--- config.mk ---
export PLATFORM = sky130hd
export DESIGN_NAME = threshold_peak_picker_flat
export DESIGN_NICKNAME = d
export VERILOG_FILES = /design/src/design/tpp_pkg.sv /design/src/design/tpp_in_if.sv /design/src/design/tpp_out_if.sv /design/src/design/threshold_peak_picker.sv /design/src/design/tpp_front.sv /design/src/design/tpp_cell.sv /design/src/flat_wrapper.sv
export SDC_FILE = /design/constraint.sdc
export NUM_CORES = 2
export LEC_CHECK = 0
export BUFFER_PORTS_ARGS = -buffer_cell sky130_fd_sc_hd__buf_2
export CORE_UTILIZATION = 56
export CTS_BUF_LIST = sky130_fd_sc_hd__clkbuf_16
export DETAILED_ROUTE_END_ITERATION = 16
export PLACE_DENSITY = 0.75
export SLEW_MARGIN = 20
export SYNTH_ARGS = -nofsm -noshare
export SYNTH_HDL_FRONTEND = slang
export SYNTH_SLANG_ARGS = --single-unit
--- constraint.sdc ---
create_clock -name clk -period 10.47 [get_ports clk]
set_input_delay 1.5705 -clock clk [delete_from_list [all_inputs] [get_ports clk]]
set_output_delay 1.5705 -clock clk [all_outputs]
set_load 0.01 [all_outputs]
--- src/design/tpp_pkg.sv ---
`timescale 1ns / 1ps
`default_nettype none
// ----------------------------------------------------------------------------
// tpp_pkg
// Shared types and constants of the threshold peak picker.
// ----------------------------------------------------------------------------
package tpp_pkg;

	localparam int SAMPLE_W   = 16;
	localparam int CFG_DATA_W = 16;
	localparam int CFG_IDX_W  = 1;
	localparam int MIN_DIST_W = 6;

	localparam logic [CFG_IDX_W-1:0] REG_THRESHOLD = 1'd0;
	localparam logic [CFG_IDX_W-1:0] REG_MIN_DIST  = 1'd1;

	localparam logic [CFG_DATA_W-1:0] THRESHOLD_RESET = 16'd22938;

	typedef enum logic [1:0] {
		ST_LOAD  = 2'b01,
		ST_DRAIN = 2'b10
	} state_t;

	// broadcast control of the cell row
	typedef struct packed {
		logic insert;
		logic shift;
		logic clear;
		logic head_keep;
	} cell_ctrl_t;

endpackage

`default_nettype wire

--- src/design/tpp_in_if.sv ---
`timescale 1ns / 1ps
`default_nettype none
// ----------------------------------------------------------------------------
// tpp_in_if
// Sample channel: one signed sample and the end-of-window mark per beat.
// ----------------------------------------------------------------------------
interface tpp_in_if;
	logic               valid;
	logic               ready;
	logic signed [15:0] sample;
	logic               last_sample;

	modport source (output valid, output sample, output last_sample, input ready);
	modport sink   (input valid, input sample, input last_sample, output ready);
endinterface

`default_nettype wire

--- src/design/tpp_out_if.sv ---
`timescale 1ns / 1ps
`default_nettype none
// ----------------------------------------------------------------------------
// tpp_out_if
// Peak channel: one kept peak index, or the empty-window mark, per beat.
// ----------------------------------------------------------------------------
interface tpp_out_if #(
	parameter int IDX_W = 6
);
	logic             valid;
	logic             ready;
	logic [IDX_W-1:0] peak_index;
	logic             peak_valid;
	logic             last_peak;

	modport source (output valid, output peak_index, output peak_valid, output last_peak,
		input ready);
	modport sink   (input valid, input peak_index, input peak_valid, input last_peak,
		output ready);
endinterface

`default_nettype wire

--- src/design/threshold_peak_picker.sv ---
`timescale 1ns / 1ps
`default_nettype none
// ----------------------------------------------------------------------------
// threshold_peak_picker
// Local-maximum peak picker with threshold and minimum peak distance.
// ----------------------------------------------------------------------------
// Samples load at one beat per cycle while in ST_LOAD; each local maximum
// is dropped into a row of MAX_CANDIDATES cells that keeps them sorted by
// value, largest first, ties in sample order. After the beat with last_sample
// the row drains one cell per cycle from its head while the output is not
// stalled: a head above threshold and not too close to a peak already kept
// goes out, and every cell checks its own distance to it. The drain examines
// at least one and at most all of the candidates. The next window is taken
// in the cycle after a window's final beat is loaded into the output register.
// ----------------------------------------------------------------------------
module threshold_peak_picker #(
	parameter int MAX_WINDOW     = 64,
	parameter int MAX_CANDIDATES = 33
) (
	input  wire                                    clk,
	input  wire                                    arst_n,
	tpp_in_if.sink                                 in_ch,
	tpp_out_if.source                              out_ch,
	input  wire                                    cfg_we,
	input  wire logic [tpp_pkg::CFG_IDX_W-1:0]     cfg_idx,
	input  wire logic [tpp_pkg::CFG_DATA_W-1:0]    cfg_data
);
	import tpp_pkg::*;

	localparam int PW = $clog2(MAX_WINDOW);
	localparam int N  = MAX_CANDIDATES;

	state_t                  state_q;
	logic [CFG_DATA_W-1:0]   thr_q;
	logic [MIN_DIST_W-1:0]   mpd_q;

	logic                    out_valid_q;
	logic [PW-1:0]           out_pos_q;
	logic                    out_pvalid_q;
	logic                    out_last_q;

	logic                    accept;
	logic                    cand_valid;
	logic signed [SAMPLE_W-1:0] cand_value;
	logic [PW-1:0]           cand_pos;

	cell_ctrl_t              ctrl;
	logic                    step;
	logic                    head_keep;
	logic                    more;
	logic                    emit;

	logic                       c_after [N+1];
	logic                       c_valid [N+2];
	logic signed [SAMPLE_W-1:0] c_value [N+2];
	logic [PW-1:0]              c_pos   [N+2];
	logic                       c_fwd   [N+2];
	logic [N-1:0]               c_keep;
	logic [N-1:0]               c_remain;

	assign accept       = in_ch.valid && in_ch.ready;
	assign in_ch.ready  = (state_q == ST_LOAD);

	tpp_front #(
		.MAX_WINDOW     (MAX_WINDOW),
		.MAX_CANDIDATES (MAX_CANDIDATES)
	) u_front (
		.clk         (clk),
		.arst_n      (arst_n),
		.accept      (accept),
		.sample      (in_ch.sample),
		.last_sample (in_ch.last_sample),
		.cand_valid  (cand_valid),
		.cand_value  (cand_value),
		.cand_pos    (cand_pos)
	);

	// row boundaries
	assign c_after[0]   = 1'b1;
	assign c_valid[0]   = 1'b0;
	assign c_value[0]   = '0;
	assign c_pos[0]     = '0;
	assign c_fwd[0]     = 1'b0;
	assign c_valid[N+1] = 1'b0;
	assign c_value[N+1] = '0;
	assign c_pos[N+1]   = '0;
	assign c_fwd[N+1]   = 1'b0;

	for (genvar i = 0; i < N; i++) begin : g_cell
		tpp_cell #(
			.PW (PW)
		) u_cell (
			.clk         (clk),
			.arst_n      (arst_n),
			.ctrl        (ctrl),
			.ins_value   (cand_value),
			.ins_pos     (cand_pos),
			.head_pos    (c_pos[1]),
			.thr         (thr_q),
			.min_dist    (mpd_q),
			.prv_after   (c_after[i]),
			.prv_valid   (c_valid[i]),
			.prv_value   (c_value[i]),
			.prv_pos     (c_pos[i]),
			.nxt_valid   (c_valid[i+2]),
			.nxt_value   (c_value[i+2]),
			.nxt_pos     (c_pos[i+2]),
			.nxt_blocked (c_fwd[i+2]),
			.valid       (c_valid[i+1]),
			.value       (c_value[i+1]),
			.pos         (c_pos[i+1]),
			.after       (c_after[i+1]),
			.fwd_blocked (c_fwd[i+1]),
			.keep_ok     (c_keep[i]),
			.remain      (c_remain[i])
		);
	end

	always_comb begin
		step      = (state_q == ST_DRAIN) && (!out_valid_q || out_ch.ready);
		head_keep = step && c_keep[0];
		more      = |(c_remain & ~N'(1));
		emit      = step && (c_keep[0] || !more);
		ctrl.insert    = cand_valid;
		ctrl.head_keep = head_keep;
		ctrl.clear     = emit && !more;
		ctrl.shift     = step && more;
	end

	always_ff @(posedge clk or negedge arst_n) begin
		if (!arst_n) begin
			state_q <= ST_LOAD;
		end else begin
			case (state_q)
				ST_LOAD: begin
					if (accept && in_ch.last_sample) begin
						state_q <= ST_DRAIN;
					end
				end
				ST_DRAIN: begin
					if (emit && !more) begin
						state_q <= ST_LOAD;
					end
				end
				default: begin
					state_q <= ST_LOAD;
				end
			endcase
		end
	end

	always_ff @(posedge clk or negedge arst_n) begin
		if (!arst_n) begin
			thr_q <= THRESHOLD_RESET;
			mpd_q <= '0;
		end else if (cfg_we) begin
			case (cfg_idx)
				REG_THRESHOLD: thr_q <= cfg_data;
				REG_MIN_DIST:  mpd_q <= cfg_data[MIN_DIST_W-1:0];
				default: begin
				end
			endcase
		end
	end

	always_ff @(posedge clk or negedge arst_n) begin
		if (!arst_n) begin
			out_valid_q <= 1'b0;
		end else if (emit) begin
			out_valid_q <= 1'b1;
		end else if (out_ch.ready) begin
			out_valid_q <= 1'b0;
		end
	end

	always_ff @(posedge clk) begin
		if (emit) begin
			out_pos_q    <= c_keep[0] ? c_pos[1] : '0;
			out_pvalid_q <= c_keep[0];
			out_last_q   <= !more;
		end
	end

	assign out_ch.valid      = out_valid_q;
	assign out_ch.peak_index = out_pos_q;
	assign out_ch.peak_valid = out_pvalid_q;
	assign out_ch.last_peak  = out_last_q;

endmodule

`default_nettype wire

--- src/design/tpp_front.sv ---
`timescale 1ns / 1ps
`default_nettype none
// ----------------------------------------------------------------------------
// tpp_front
// Window tracker: keeps the last two samples and flags local maxima.
// ----------------------------------------------------------------------------
module tpp_front #(
	parameter int MAX_WINDOW     = 64,
	parameter int MAX_CANDIDATES = 33
) (
	input  wire                                    clk,
	input  wire                                    arst_n,
	input  wire                                    accept,
	input  wire logic signed [tpp_pkg::SAMPLE_W-1:0] sample,
	input  wire                                    last_sample,
	output logic                                   cand_valid,
	output logic signed [tpp_pkg::SAMPLE_W-1:0]    cand_value,
	output logic [$clog2(MAX_WINDOW)-1:0]          cand_pos
);
	import tpp_pkg::*;

	localparam int PW   = $clog2(MAX_WINDOW);
	localparam int CNTW = $clog2(MAX_WINDOW + 1);
	localparam int CCW  = $clog2(MAX_CANDIDATES + 1);

	logic [CNTW-1:0]            count_q;
	logic signed [SAMPLE_W-1:0] prev_q;
	logic signed [SAMPLE_W-1:0] bprev_q;
	logic [CCW-1:0]             ccount_q;

	logic                       upd;
	logic                       step_c;
	logic                       fin_c;
	logic                       room;
	logic signed [SAMPLE_W-1:0] prev_n;
	logic signed [SAMPLE_W-1:0] bprev_n;
	logic [PW-1:0]              fin_pos;

	always_comb begin
		upd     = count_q < CNTW'(MAX_WINDOW);
		prev_n  = upd ? sample : prev_q;
		bprev_n = upd ? prev_q : bprev_q;
		step_c  = 1'b0;
		if (upd && count_q == CNTW'(1)) begin
			step_c = sample < prev_q;
		end else if (upd && count_q >= CNTW'(2)) begin
			step_c = (prev_q >= bprev_q) && (sample < prev_q);
		end
		fin_c   = last_sample && (count_q + CNTW'(upd) >= CNTW'(2)) && (prev_n > bprev_n);
		fin_pos = upd ? PW'(count_q) : PW'(count_q - CNTW'(1));
		room    = ccount_q < CCW'(MAX_CANDIDATES);
	end

	assign cand_valid = accept && room && (step_c || fin_c);
	assign cand_value = step_c ? prev_q : prev_n;
	assign cand_pos   = step_c ? PW'(count_q - CNTW'(1)) : fin_pos;

	always_ff @(posedge clk or negedge arst_n) begin
		if (!arst_n) begin
			count_q  <= '0;
			prev_q   <= '0;
			bprev_q  <= '0;
			ccount_q <= '0;
		end else if (accept) begin
			if (last_sample) begin
				count_q  <= '0;
				prev_q   <= '0;
				bprev_q  <= '0;
				ccount_q <= '0;
			end else begin
				if (upd) begin
					count_q <= count_q + CNTW'(1);
					prev_q  <= sample;
					bprev_q <= prev_q;
				end
				if (cand_valid) begin
					ccount_q <= ccount_q + CCW'(1);
				end
			end
		end
	end

endmodule

`default_nettype wire

--- src/design/tpp_cell.sv ---
`timescale 1ns / 1ps
`default_nettype none
// ----------------------------------------------------------------------------
// tpp_cell
// One slot of the sorted candidate row: insert-shift right, drain-shift left.
// ----------------------------------------------------------------------------
module tpp_cell #(
	parameter int PW = 6
) (
	input  wire                                      clk,
	input  wire                                      arst_n,
	input  wire tpp_pkg::cell_ctrl_t                 ctrl,
	input  wire logic signed [tpp_pkg::SAMPLE_W-1:0] ins_value,
	input  wire logic [PW-1:0]                       ins_pos,
	input  wire logic [PW-1:0]                       head_pos,
	input  wire logic [tpp_pkg::CFG_DATA_W-1:0]      thr,
	input  wire logic [tpp_pkg::MIN_DIST_W-1:0]      min_dist,
	input  wire                                      prv_after,
	input  wire                                      prv_valid,
	input  wire logic signed [tpp_pkg::SAMPLE_W-1:0] prv_value,
	input  wire logic [PW-1:0]                       prv_pos,
	input  wire                                      nxt_valid,
	input  wire logic signed [tpp_pkg::SAMPLE_W-1:0] nxt_value,
	input  wire logic [PW-1:0]                       nxt_pos,
	input  wire                                      nxt_blocked,
	output logic                                     valid,
	output logic signed [tpp_pkg::SAMPLE_W-1:0]      value,
	output logic [PW-1:0]                            pos,
	output logic                                     after,
	output logic                                     fwd_blocked,
	output logic                                     keep_ok,
	output logic                                     remain
);
	import tpp_pkg::*;

	localparam int DW = PW + MIN_DIST_W;

	logic                       valid_q;
	logic signed [SAMPLE_W-1:0] value_q;
	logic [PW-1:0]              pos_q;
	logic                       blocked_q;

	logic          live;
	logic          conflict;
	logic [PW-1:0] sep;

	always_comb begin
		live     = valid_q && ($signed({value_q[SAMPLE_W-1], value_q}) >
			$signed({1'b0, thr}));
		sep      = (pos_q >= head_pos) ? pos_q - head_pos : head_pos - pos_q;
		conflict = ctrl.head_keep && (DW'(sep) <= DW'(min_dist));
	end

	assign valid       = valid_q;
	assign value       = value_q;
	assign pos         = pos_q;
	assign after       = valid_q && (value_q >= ins_value);
	assign fwd_blocked = blocked_q || conflict;
	assign keep_ok     = live && !blocked_q;
	assign remain      = keep_ok && !conflict;

	always_ff @(posedge clk or negedge arst_n) begin
		if (!arst_n) begin
			valid_q   <= 1'b0;
			blocked_q <= 1'b0;
		end else if (ctrl.clear) begin
			valid_q   <= 1'b0;
			blocked_q <= 1'b0;
		end else if (ctrl.insert) begin
			blocked_q <= 1'b0;
			if (!after && prv_after) begin
				valid_q <= 1'b1;
			end else if (!after) begin
				valid_q <= prv_valid;
			end
		end else if (ctrl.shift) begin
			valid_q   <= nxt_valid;
			blocked_q <= nxt_blocked;
		end
	end

	always_ff @(posedge clk) begin
		if (ctrl.insert && !after) begin
			if (prv_after) begin
				value_q <= ins_value;
				pos_q   <= ins_pos;
			end else begin
				value_q <= prv_value;
				pos_q   <= prv_pos;
			end
		end else if (ctrl.shift) begin
			value_q <= nxt_value;
			pos_q   <= nxt_pos;
		end
	end

endmodule

`default_nettype wire

--- src/flat_wrapper.sv ---
// flat-port wrapper written by rule: the top's interface ports become plain ports
module threshold_peak_picker_flat import tpp_pkg::*;
#(
	parameter int MAX_WINDOW     = 64,
	parameter int MAX_CANDIDATES = 33
)
  (clk, arst_n, cfg_we, cfg_idx, cfg_data, in_ch_valid, in_ch_sample, in_ch_last_sample, in_ch_ready, out_ch_valid, out_ch_peak_index, out_ch_peak_valid, out_ch_last_peak, out_ch_ready);
  tpp_in_if in_ch_i ();
  tpp_out_if out_ch_i ();
  input  wire clk;
  input  wire arst_n;
  input  wire cfg_we;
  input  wire logic [tpp_pkg::CFG_IDX_W-1:0] cfg_idx;
  input  wire logic [tpp_pkg::CFG_DATA_W-1:0] cfg_data;
  input wire logic [$bits(in_ch_i.valid)-1:0] in_ch_valid;
  input wire logic [$bits(in_ch_i.sample)-1:0] in_ch_sample;
  input wire logic [$bits(in_ch_i.last_sample)-1:0] in_ch_last_sample;
  output wire logic [$bits(in_ch_i.ready)-1:0] in_ch_ready;
  output wire logic [$bits(out_ch_i.valid)-1:0] out_ch_valid;
  output wire logic [$bits(out_ch_i.peak_index)-1:0] out_ch_peak_index;
  output wire logic [$bits(out_ch_i.peak_valid)-1:0] out_ch_peak_valid;
  output wire logic [$bits(out_ch_i.last_peak)-1:0] out_ch_last_peak;
  input wire logic [$bits(out_ch_i.ready)-1:0] out_ch_ready;
  assign in_ch_i.valid = in_ch_valid;
  assign in_ch_i.sample = in_ch_sample;
  assign in_ch_i.last_sample = in_ch_last_sample;
  assign in_ch_ready = in_ch_i.ready;
  assign out_ch_valid = out_ch_i.valid;
  assign out_ch_peak_index = out_ch_i.peak_index;
  assign out_ch_peak_valid = out_ch_i.peak_valid;
  assign out_ch_last_peak = out_ch_i.last_peak;
  assign out_ch_i.ready = out_ch_ready;
  threshold_peak_picker #(.MAX_WINDOW(MAX_WINDOW), .MAX_CANDIDATES(MAX_CANDIDATES)) u_core (.clk(clk), .arst_n(arst_n), .in_ch(in_ch_i), .out_ch(out_ch_i), .cfg_we(cfg_we), .cfg_idx(cfg_idx), .cfg_data(cfg_data));
endmodule
==> results list <==
* Run status: finished clean
- Count of final setup violators: 0
- The worst setup path is captured at a flip-flop.
- Clock period minus worst slack: 8.98 ns
* Filler cell count in the final layout: 12878
- In the final design database the tool counted 11037 nets.
* Net Count, Synth: 11017
- After clock tree synthesis, the clock-pin slew on the worst setup and hold paths is 0.06 ns.
* X dimension of the die: 397 um
- Top Ports: 49
- Gate Count Post-Synth: 9260
- Flops & latches, synth: 869
* Storage cell area: 25400 sq um
- Via count of the first global-routing pass: 77647
- In the finished design, the share of the clock period the worst path needs comes to 85.8%.
- Clock sink count: 869
- Synthesis-to-layout area growth: 8.21%
- The final count of pins violating max slew was 0.
- Leakage: 42.3 nW
* Data required time at the worst endpoint: 10.68 ns
- Data arrival time at the worst-slack endpoint: 9.19 ns
* Maximum net fanout on the critical path: 22
* Post-synthesis instance area: 87300 sq um
- Final worst-path setup slack: 1.49 ns
- Count of instances resized after the clock tree is built: 0
- The share of the Yosys chip area taken by registers is 29.1%.
* Max rail drop VDD: 0.000343 V
* Starting Density: 56.5%
- STA classifies the critical path startpoint as a flip-flop.
- Residual overflow from global routing: 0
* Clk Tree Root Cell: sky130_fd_sc_hd__clkbuf_16
* Post-route clock skew: 0.0480 ns
- Routability-driven placement finished with a final weighted congestion of 1.07.
- After clock tree synthesis, the flow added hold-fix buffers numbering 0.
* Iteration count of the initial detailed-routing pass: 9
* Number of DRC markers in iteration 0: 11107
* Number of enable flip-flop cells after synthesis: 734
- Wire per inst: 30.6 um
- Fraction of layout cells with a size suffix above 1: 8.47%
* Setup Slack @ Placement: 1.25 ns
* Upper clock frequency limit: 111 MHz
- Actual slew at the worst max-slew pin: 1.32 ns
- In the routed design, unresolved DRC markers number 0.
* Largest net degree at the start of global routing: 85
- Measured against its own limit, the worst slew margin works out to 11.3%.
- The die covers 157000 sq um.
- Vias/cell: 7.12
- The most used flip-flop cell after synthesis is sky130_fd_sc_hd__edfxtp_1.
- Vias after detailed routing: 81322
* Yosys warnings: 0
- Post-CTS repair timing setup buffer count: 0
- Clock tree synthesis inserted a total of 102 buffers.
* Setup TNS: 0 ns
- Area of the multi-input gates: 58800 sq um
- Initial antenna violation count: 18
* Detailed-placement wirelength estimate: 251000 um
* Count of standard-cell rows: 144
- In this run the number of H-tree levels came out at 3.
* Clock latency on the worst-skew pair: 0.78 ns
- From bottom edge to top edge, the die measures 397 um.
- Dividing total power by cell area gives a power density of 371 nW/um^2.
- The first global-routing pass estimated 506000 um of wire.
- In this run the register-to-register setup slack is 1.49 ns.
- The floorplan step defined a core boundary enclosing 154000 sq um.
- Across the run, the number of max-cap violations was 0.
* Synth unique cells: 97
- Proportion of synthesized flip-flops having asynchronous set or reset: 15.5%
- The final layout contains routed wiring with a total length of 349000 um.
- No sink is reached through more buffers than the 3 on the longest clock path.
* Number of buffers added on ports: 48
- Global routing usage summed across all routing layers: 43.2%
- Critical path type: reg -> reg
- Average instance area after synthesis: 9.42 sq um
- Setup repair after global routing left no endpoint under its margin.
* Number of antenna-violating nets in the routed design: 0
- The path class of the tightest hold or removal check is reg -> reg.
- Clock tree from TritonCTS: built
- The final count of hold timing violations came to 0.
critical path: stages, from the launching register on:
cell and delay, ns:
sky130_fd_sc_hd__edfxtp_1 0.34, sky130_fd_sc_hd__buf_4 0.28, sky130_fd_sc_hd__ha_1 0.23, sky130_fd_sc_hd__inv_1 0.06
sky130_fd_sc_hd__fa_1 0.38, sky130_fd_sc_hd__a21o_1 0.20, sky130_fd_sc_hd__a21oi_1 0.18, sky130_fd_sc_hd__nand2_1 0.07
sky130_fd_sc_hd__a21o_1 0.17, sky130_fd_sc_hd__a21oi_1 0.74, sky130_fd_sc_hd__mux2i_1 0.21, sky130_fd_sc_hd__a221o_1 0.35
sky130_fd_sc_hd__a221oi_1 0.39, sky130_fd_sc_hd__o21ai_0 0.16, sky130_fd_sc_hd__a21oi_1 0.22, sky130_fd_sc_hd__xnor2_1 0.16
sky130_fd_sc_hd__ha_1 0.27, sky130_fd_sc_hd__o22ai_1 0.16, sky130_fd_sc_hd__a21oi_1 0.13, sky130_fd_sc_hd__a211oi_1 0.86
sky130_fd_sc_hd__nor3_2 0.39, sky130_fd_sc_hd__a2111oi_1 0.40, sky130_fd_sc_hd__buf_4 0.26, sky130_fd_sc_hd__nand3_1 0.13
sky130_fd_sc_hd__nor3_2 0.24, sky130_fd_sc_hd__nand2b_2 0.27, sky130_fd_sc_hd__buf_4 0.34, sky130_fd_sc_hd__nand2_1 0.77
state kept, by name, indices dropped and copies added (netlist names), 7 cells and up:
signal / flops
u_core.g_cell.u_cell.value: 528
u_core.u_front.prev_q: 16
u_core.g_cell.u_cell.blocked_q: 32
u_core.thr_q: 16
u_core.u_front.bprev_q: 16
u_core.g_cell.u_cell.valid: 33
u_core.u_front.count_q: 7
u_core.g_cell.u_cell.pos: 198
per-stage QoR:
| stage | std cells | util [%] | total power, W | cell area [sq um] | hold WS (ns) |
|---|---|---|---|---|---|
| after CTS | 11409 | 61.1 | 0.0338 | 94300 | 0.519 |
| after detailed placement | 11219 | 58.9 | 0.0300 | 91000 | 0.505 |
| after floorplan | 9260 | - | 0.0220 | 87300 | 0.465 |
| after global routing | 11411 | 61.1 | 0.0368 | 94400 | 0.548 |
| after global placement | 11219 | 58.9 | 0.0291 | 91000 | 0.498 |
| final | 11425 | 61.2 | 0.0350 | 94400 | 0.521 |
path summary, 6_finish.rpt:
kind,startpoint,cells after the start,to
max in group asynchronous,arst_n,2,u_core.g_cell[3].u_cell.blocked_q
min,u_core.g_cell[6].u_cell.blocked_q,2,u_core.g_cell[6].u_cell.blocked_q
max reg2reg,u_core.g_cell[0].u_cell.pos[0],27,u_core.g_cell[23].u_cell.value[5]
min reg2reg,u_core.g_cell[6].u_cell.blocked_q,2,u_core.g_cell[6].u_cell.blocked_q
min in group asynchronous,arst_n,1,u_core.u_front.bprev_q[1]
max,u_core.g_cell[0].u_cell.pos[0],27,u_core.g_cell[23].u_cell.value[5]
layout by cell type, fill, tap and decap left out, drive strengths merged, types with 35 or more instances in the layout:
| cell | count |
|---|---|
| a21oi | 801 |
| nor2b | 206 |
| a221oi | 41 |
| edfxtp | 734 |
| or3 | 52 |
| nand2b | 57 |
| a311oi | 38 |
| clkinv | 52 |
| nor4 | 36 |
| mux2i | 568 |
| mux2 | 233 |
| nand3 | 127 |
| xnor2 | 111 |
| a21o | 320 |
| inv | 538 |
| a2111oi | 35 |
| o211ai | 56 |
| ha | 1654 |
| o21a | 135 |
| o22ai | 55 |
| nand4 | 260 |
| buf | 306 |
| a221o | 36 |
| xor2 | 38 |
| fa | 64 |
| o21ai | 766 |
| dfrtp | 126 |
| clkbuf | 105 |
| nand2 | 736 |
| a211oi | 74 |
| nor3 | 92 |
| nor2 | 524 |
cells in the mapped netlist, types with 38 or more instances:
| master | instances | area share [%] |
|---|---|---|
| sky130_fd_sc_hd__a211oi_1 | 74 | 0.64 |
| sky130_fd_sc_hd__a21o_1 | 320 | 2.8 |
| sky130_fd_sc_hd__a21oi_1 | 798 | 4.6 |
| sky130_fd_sc_hd__a221oi_1 | 40 | 0.40 |
| sky130_fd_sc_hd__a311oi_1 | 38 | 0.38 |
| sky130_fd_sc_hd__buf_2 | 85 | 0.49 |
| sky130_fd_sc_hd__clkbuf_1 | 274 | 1.2 |
| sky130_fd_sc_hd__dfrtp_1 | 126 | 3.6 |
| sky130_fd_sc_hd__edfxtp_1 | 734 | 25 |
| sky130_fd_sc_hd__fa_1 | 64 | 1.5 |
| sky130_fd_sc_hd__ha_1 | 1654 | 24 |
| sky130_fd_sc_hd__inv_1 | 519 | 2.2 |
| sky130_fd_sc_hd__mux2_1 | 51 | 0.66 |
| sky130_fd_sc_hd__mux2_2 | 181 | 2.3 |
| sky130_fd_sc_hd__mux2i_1 | 567 | 6.5 |
| sky130_fd_sc_hd__nand2_1 | 735 | 3.2 |
| sky130_fd_sc_hd__nand2b_1 | 57 | 0.41 |
| sky130_fd_sc_hd__nand3_1 | 127 | 0.73 |
| sky130_fd_sc_hd__nand4_1 | 260 | 1.9 |
| sky130_fd_sc_hd__nor2_1 | 521 | 2.2 |
| sky130_fd_sc_hd__nor2b_1 | 206 | 1.5 |
| sky130_fd_sc_hd__nor3_1 | 91 | 0.52 |
| sky130_fd_sc_hd__o211ai_1 | 56 | 0.48 |
| sky130_fd_sc_hd__o21a_1 | 135 | 1.2 |
| sky130_fd_sc_hd__o21ai_0 | 716 | 4.1 |
| sky130_fd_sc_hd__o21ai_1 | 49 | 0.28 |
| sky130_fd_sc_hd__o22ai_1 | 55 | 0.39 |
| sky130_fd_sc_hd__or3_1 | 52 | 0.37 |
| sky130_fd_sc_hd__xnor2_1 | 111 | 1.1 |
| sky130_fd_sc_hd__xor2_1 | 38 | 0.38 |
where the power goes:
part / switching [W] / internal [W] / total, W
sequential: 0.00170 / 0.00539 / 0.00709
clock: 0.00165 / 0.00208 / 0.00373
combinational: 0.0151 / 0.00903 / 0.0242
logic make-up after synthesis:
kind of cell	count (synthesis)	synth area share, %
AOI/OAI and AO/OA	2577	18.1
xor gates and xnor gates	149	1.50
adders and majority gates	1719	25.2
buffers and inverters	912	4.17
DFF	869	29.1
muxes	801	9.54
and+or+nand+nor	2233	12.3
per-layer routing:
metal | part of all wire [%] | track usage, %
met1 | 36 | 54.0
met2 | 41 | 63.0
met3 | 15 | 14.4
met4 | 8.1 | 29.4
met5 | 0.022 | 0
final cells by class:
cell class              instances  area share [%]
flip-flops and latches        869            26.9
well taps                    2044            2.71
multi-input cells            7479            62.2
inverters                     522            2.08
clock buffers                 105            2.78
clock inverters                85           0.739
repair buffers                306            2.47
diodes                         15          0.0398
Note: power is estimated with default switching activity, not from simulation.
